--- src/rtl/core/nas_ram.sv ---
module nas_ram #(
    parameter int WIDTH = 8,
    parameter int DEPTH = 256
) (
    input  logic                             clk,
    input  logic                             we,
    input  logic [$clog2(DEPTH > 1 ? DEPTH : 2)-1:0] waddr,
    input  logic [WIDTH-1:0]                 wdata,
    input  logic [$clog2(DEPTH > 1 ? DEPTH : 2)-1:0] raddr,
    output logic [WIDTH-1:0]                 rdata
);

    logic [WIDTH-1:0] mem [DEPTH];

    always_ff @(posedge clk)
    begin
        if (we)
        begin
            mem[waddr] <= wdata;
        end
        rdata <= mem[raddr];
    end

endmodule

--- config.mk ---
export PLATFORM = sky130hd
export DESIGN_NAME = nas_ram
export DESIGN_NICKNAME = d
export VERILOG_FILES = /design/src/rtl/core/nas_ram.sv
export SDC_FILE = /design/constraint.sdc
export NUM_CORES = 2
export LEC_CHECK = 0
export CELL_PAD_IN_SITES_DETAIL_PLACEMENT = 1
export CELL_PAD_IN_SITES_GLOBAL_PLACEMENT = 1
export CORE_ASPECT_RATIO = 1.4
export CORE_MARGIN = 2
export CORE_UTILIZATION = 55
export DETAILED_ROUTE_END_ITERATION = 10
export DONT_BUFFER_PORTS = 1
export MAX_ROUTING_LAYER = met4
export PLACE_DENSITY = 0.89
export SLEW_MARGIN = 30
export SYNTH_ARGS = -nofsm -noshare
export SYNTH_HDL_FRONTEND = slang
export SYNTH_SLANG_ARGS = --single-unit
--- constraint.sdc ---
create_clock -name clk -period 8.15 [get_ports clk]
set_input_delay 2.445 -clock clk [delete_from_list [all_inputs] [get_ports clk]]
set_output_delay 2.445 -clock clk [all_outputs]
set_load 0.1 [all_outputs]
==> metrics.cfg <==
[run_status]
status=finished, violations left
failed_checks=DRC, slew limit

[route]
drt_iter0_drc=7324
top_layer=met4
wl_met1_um=75480
vias_per_cell=7.247
drtPass1Iterations=11
wl_met3_um=26950
route.met2.wl_um=117500
routed_wl_um=239200
vias=41990
drc=3
postRouteAntennaNets=0
wl_per_cell_um=41.29

[floorplan]
fp.dieH_um=454.0
fp-row-count=165
fp.dieArea_mm2=0.1478
core_area_mm2=0.1441
die_w_um=325.4
boundaryPins=34
initial_utilization=0.5521

[timing]
worst_slack_ns=2.663
max_freq_ghz=0.1823
fin_skew_ns=0.03926
period_share=0.6732
slew_headroom=-0.3102
hold_violations=0
setup_viol=0
worst_pin_slew_ns=1.965
timing.final.crit_period_ns=5.487
rsz0062_at_grt=no
maxSlewViolCount=139
fin_setup_tns_ns=0

[finish]
drive_gt1_frac=0.2162
final_common_cell=edfxtp_1
layout_common_cells=edfxtp_1, mux4_2, nor2_1
syn_to_final_growth_pct=9.394
multiInputGateArea_mm2=0.01665
fin_util=0.6040
fillCellCount=11812
seqCellArea_mm2=0.06167
final_nets=3740

[setup_path]
cpMostUsedCell=nor4_1
worstPathArrival_ns=6.13
critPathLaunchType=primary input
cpMaxStageDelayCell=mux4_2
worstSetupPathType=in -> reg
crit_chain=mux4_2, a22oi_1, a21oi_1, nor4_1, nor4_1
crit_fanout=578
cp.required_ns=8.80
cp-end-kind=flop
slowest_delay_ns=1.08
path_buf_inv=0
crit_family=simple AND/OR/NAND/NOR gates

[synth]
synthesis.area_mm2=0.07956
synth_seq_cells=2056
ys.flop_type=edfxtp_1
ys_async_sr_fraction=0
synth_fp_nets=3759
synth-edff-count=2048
synthCells=3733
yosysWarnings=0
ys_types=55
avgSynthCellArea_um2=21.31
yosysSeqAreaShare=0.7750

[clock_tree]
cts_htree_levels=4
cts_sinks=2056
clock-root-buffer=clkbuf_16
clock_latency_ns=0.83
clkTransAtPathRegs_ns=0.07
cts_made_buffers=177
cts_resized=0
tritoncts=done
clock_path_buffers=3
cts-hold-fix-buffers=0
post_cts_buffers=0

[placed_design]
place_ws_ns=2.557
post-dp-hpwl_um=126700
gp_congestion=0.9111
portBuffers=0

[global_route]
antenna_found_initial=6
grt_use_total=0.3366
grt_pass1_vias=43282
grt_first_pass_wirelength_um=337800
gr-total-overflow=0
grt_max_degree=579

[power_and_ir_drop]
power_density_mw_per_mm2=246.5
p_leak_uw=0.02637
peakVddDrop_mv=0.2581
p_total_uw=21450

[min_path]
hold_class=reg -> reg

[flow_run]
drv_cap=0

## cell families (layout without fill, tap and decap cells)
kind of cell / after synthesis / count (layout) / synth area share
flip-flops: 2056 / 2056 / 0.7750
multiplexers: 591 / 591 / 0.1462
AND/OR/NAND/NOR: 466 / 466 / 0.02628
AO/OA/AOI/OAI: 385 / 385 / 0.03419
buffers and inverters: 235 / 365 / 0.01831
other: 0 / 11 / 0
## power by group
| part | total [µW] | switching, µW | leakage, µW | internal [µW] |
|---|---|---|---|---|
| Clock | 8990 | 4070 | 0.00292 | 4920 |
| Combinational | 717 | 397 | 0.00499 | 320 |
| Sequential | 11700 | 89.0 | 0.0185 | 11700 |
| Total | 21500 | 4560 | 0.0264 | 16900 |
## tightest hold or removal path: stages, from the launching register on
cell      delay, ns
edfxtp_1       0.33
mux2i_1        0.08
nand2_1        0.08
a311oi_1       0.10
o221ai_1       0.09
a211oi_1       0.07
nor4_1         0.17
## synth_stat cells (13+ instances only)
| master | n | area [µm²] |
|---|---|---|
| buf_6 | 21 | 236.5 |
| buf_2 | 31 | 155.2 |
| a22oi_1 | 133 | 998.5 |
| a21oi_1 | 96 | 480.5 |
| nand2_1 | 33 | 123.9 |
| buf_8 | 13 | 195.2 |
| buf_4 | 27 | 202.7 |
| nand3_1 | 34 | 170.2 |
| o22ai_1 | 28 | 175.2 |
| o221ai_1 | 46 | 402.9 |
| nor2_1 | 282 | 1059 |
| nor2b_1 | 31 | 193.9 |
| nor3_1 | 22 | 110.1 |
| buf_1 | 22 | 82.58 |
| mux2i_1 | 134 | 1341 |
| mux4_2 | 454 | 10220 |
| edfxtp_1 | 2048 | 61500 |
| a221oi_1 | 13 | 113.9 |
| nor4_1 | 24 | 150.1 |
| clkbuf_1 | 111 | 416.7 |
| a211oi_1 | 16 | 120.1 |
## registers in the layout, summed over array words and instances, names as in the netlist
signal / cells
mem: 2048
rdata: 8
## final timing paths
path | from | slack (ns) | endpoint | cells past startpoint
min reg2reg | mem[32][5]$_DFFE_PP_ | 1.0 | rdata[5]$_DFF_P_ | 6
max | raddr[0] | 2.66 | rdata[1]$_DFF_P_ | 5
min | mem[32][5]$_DFFE_PP_ | 1.0 | rdata[5]$_DFF_P_ | 6
max reg2reg | mem[83][3]$_DFFE_PP_ | 5.10 | rdata[3]$_DFF_P_ | 6
## metrics by stage
step | instances | area, µm² | hold WS [ns]
after global routing | 5790 | 87020 | 1.077
after CTS | 5782 | 86880 | 0.9642
after floorplan | 3733 | 79560 | 0.7699
after global placement | 5451 | 80800 | 0.8908
after detailed placement | 5454 | 80910 | 1.000
final | 5794 | 87030 | 0.9960
## final cells by class
type / instances / area share
inverter: 2 / 0.00008626
antenna: 11 / 0.0003163
multi-input combinational: 1442 / 0.1914
tap: 1920 / 0.02760
clock buffer: 206 / 0.05263
timing repair buffer: 35 / 0.003364
sequential: 2056 / 0.7086
clock inverter: 122 / 0.01604
## per-layer routing
layer | global-route usage | vias up
met1 | 0.3871 | 21505
met4 | 0.2216 | 0
met5 | - | -
met3 | 0.07853 | 997
li1 | - | 15628
met2 | 0.5336 | 3860
No activity file was read; power rests on OpenSTA's default activity.
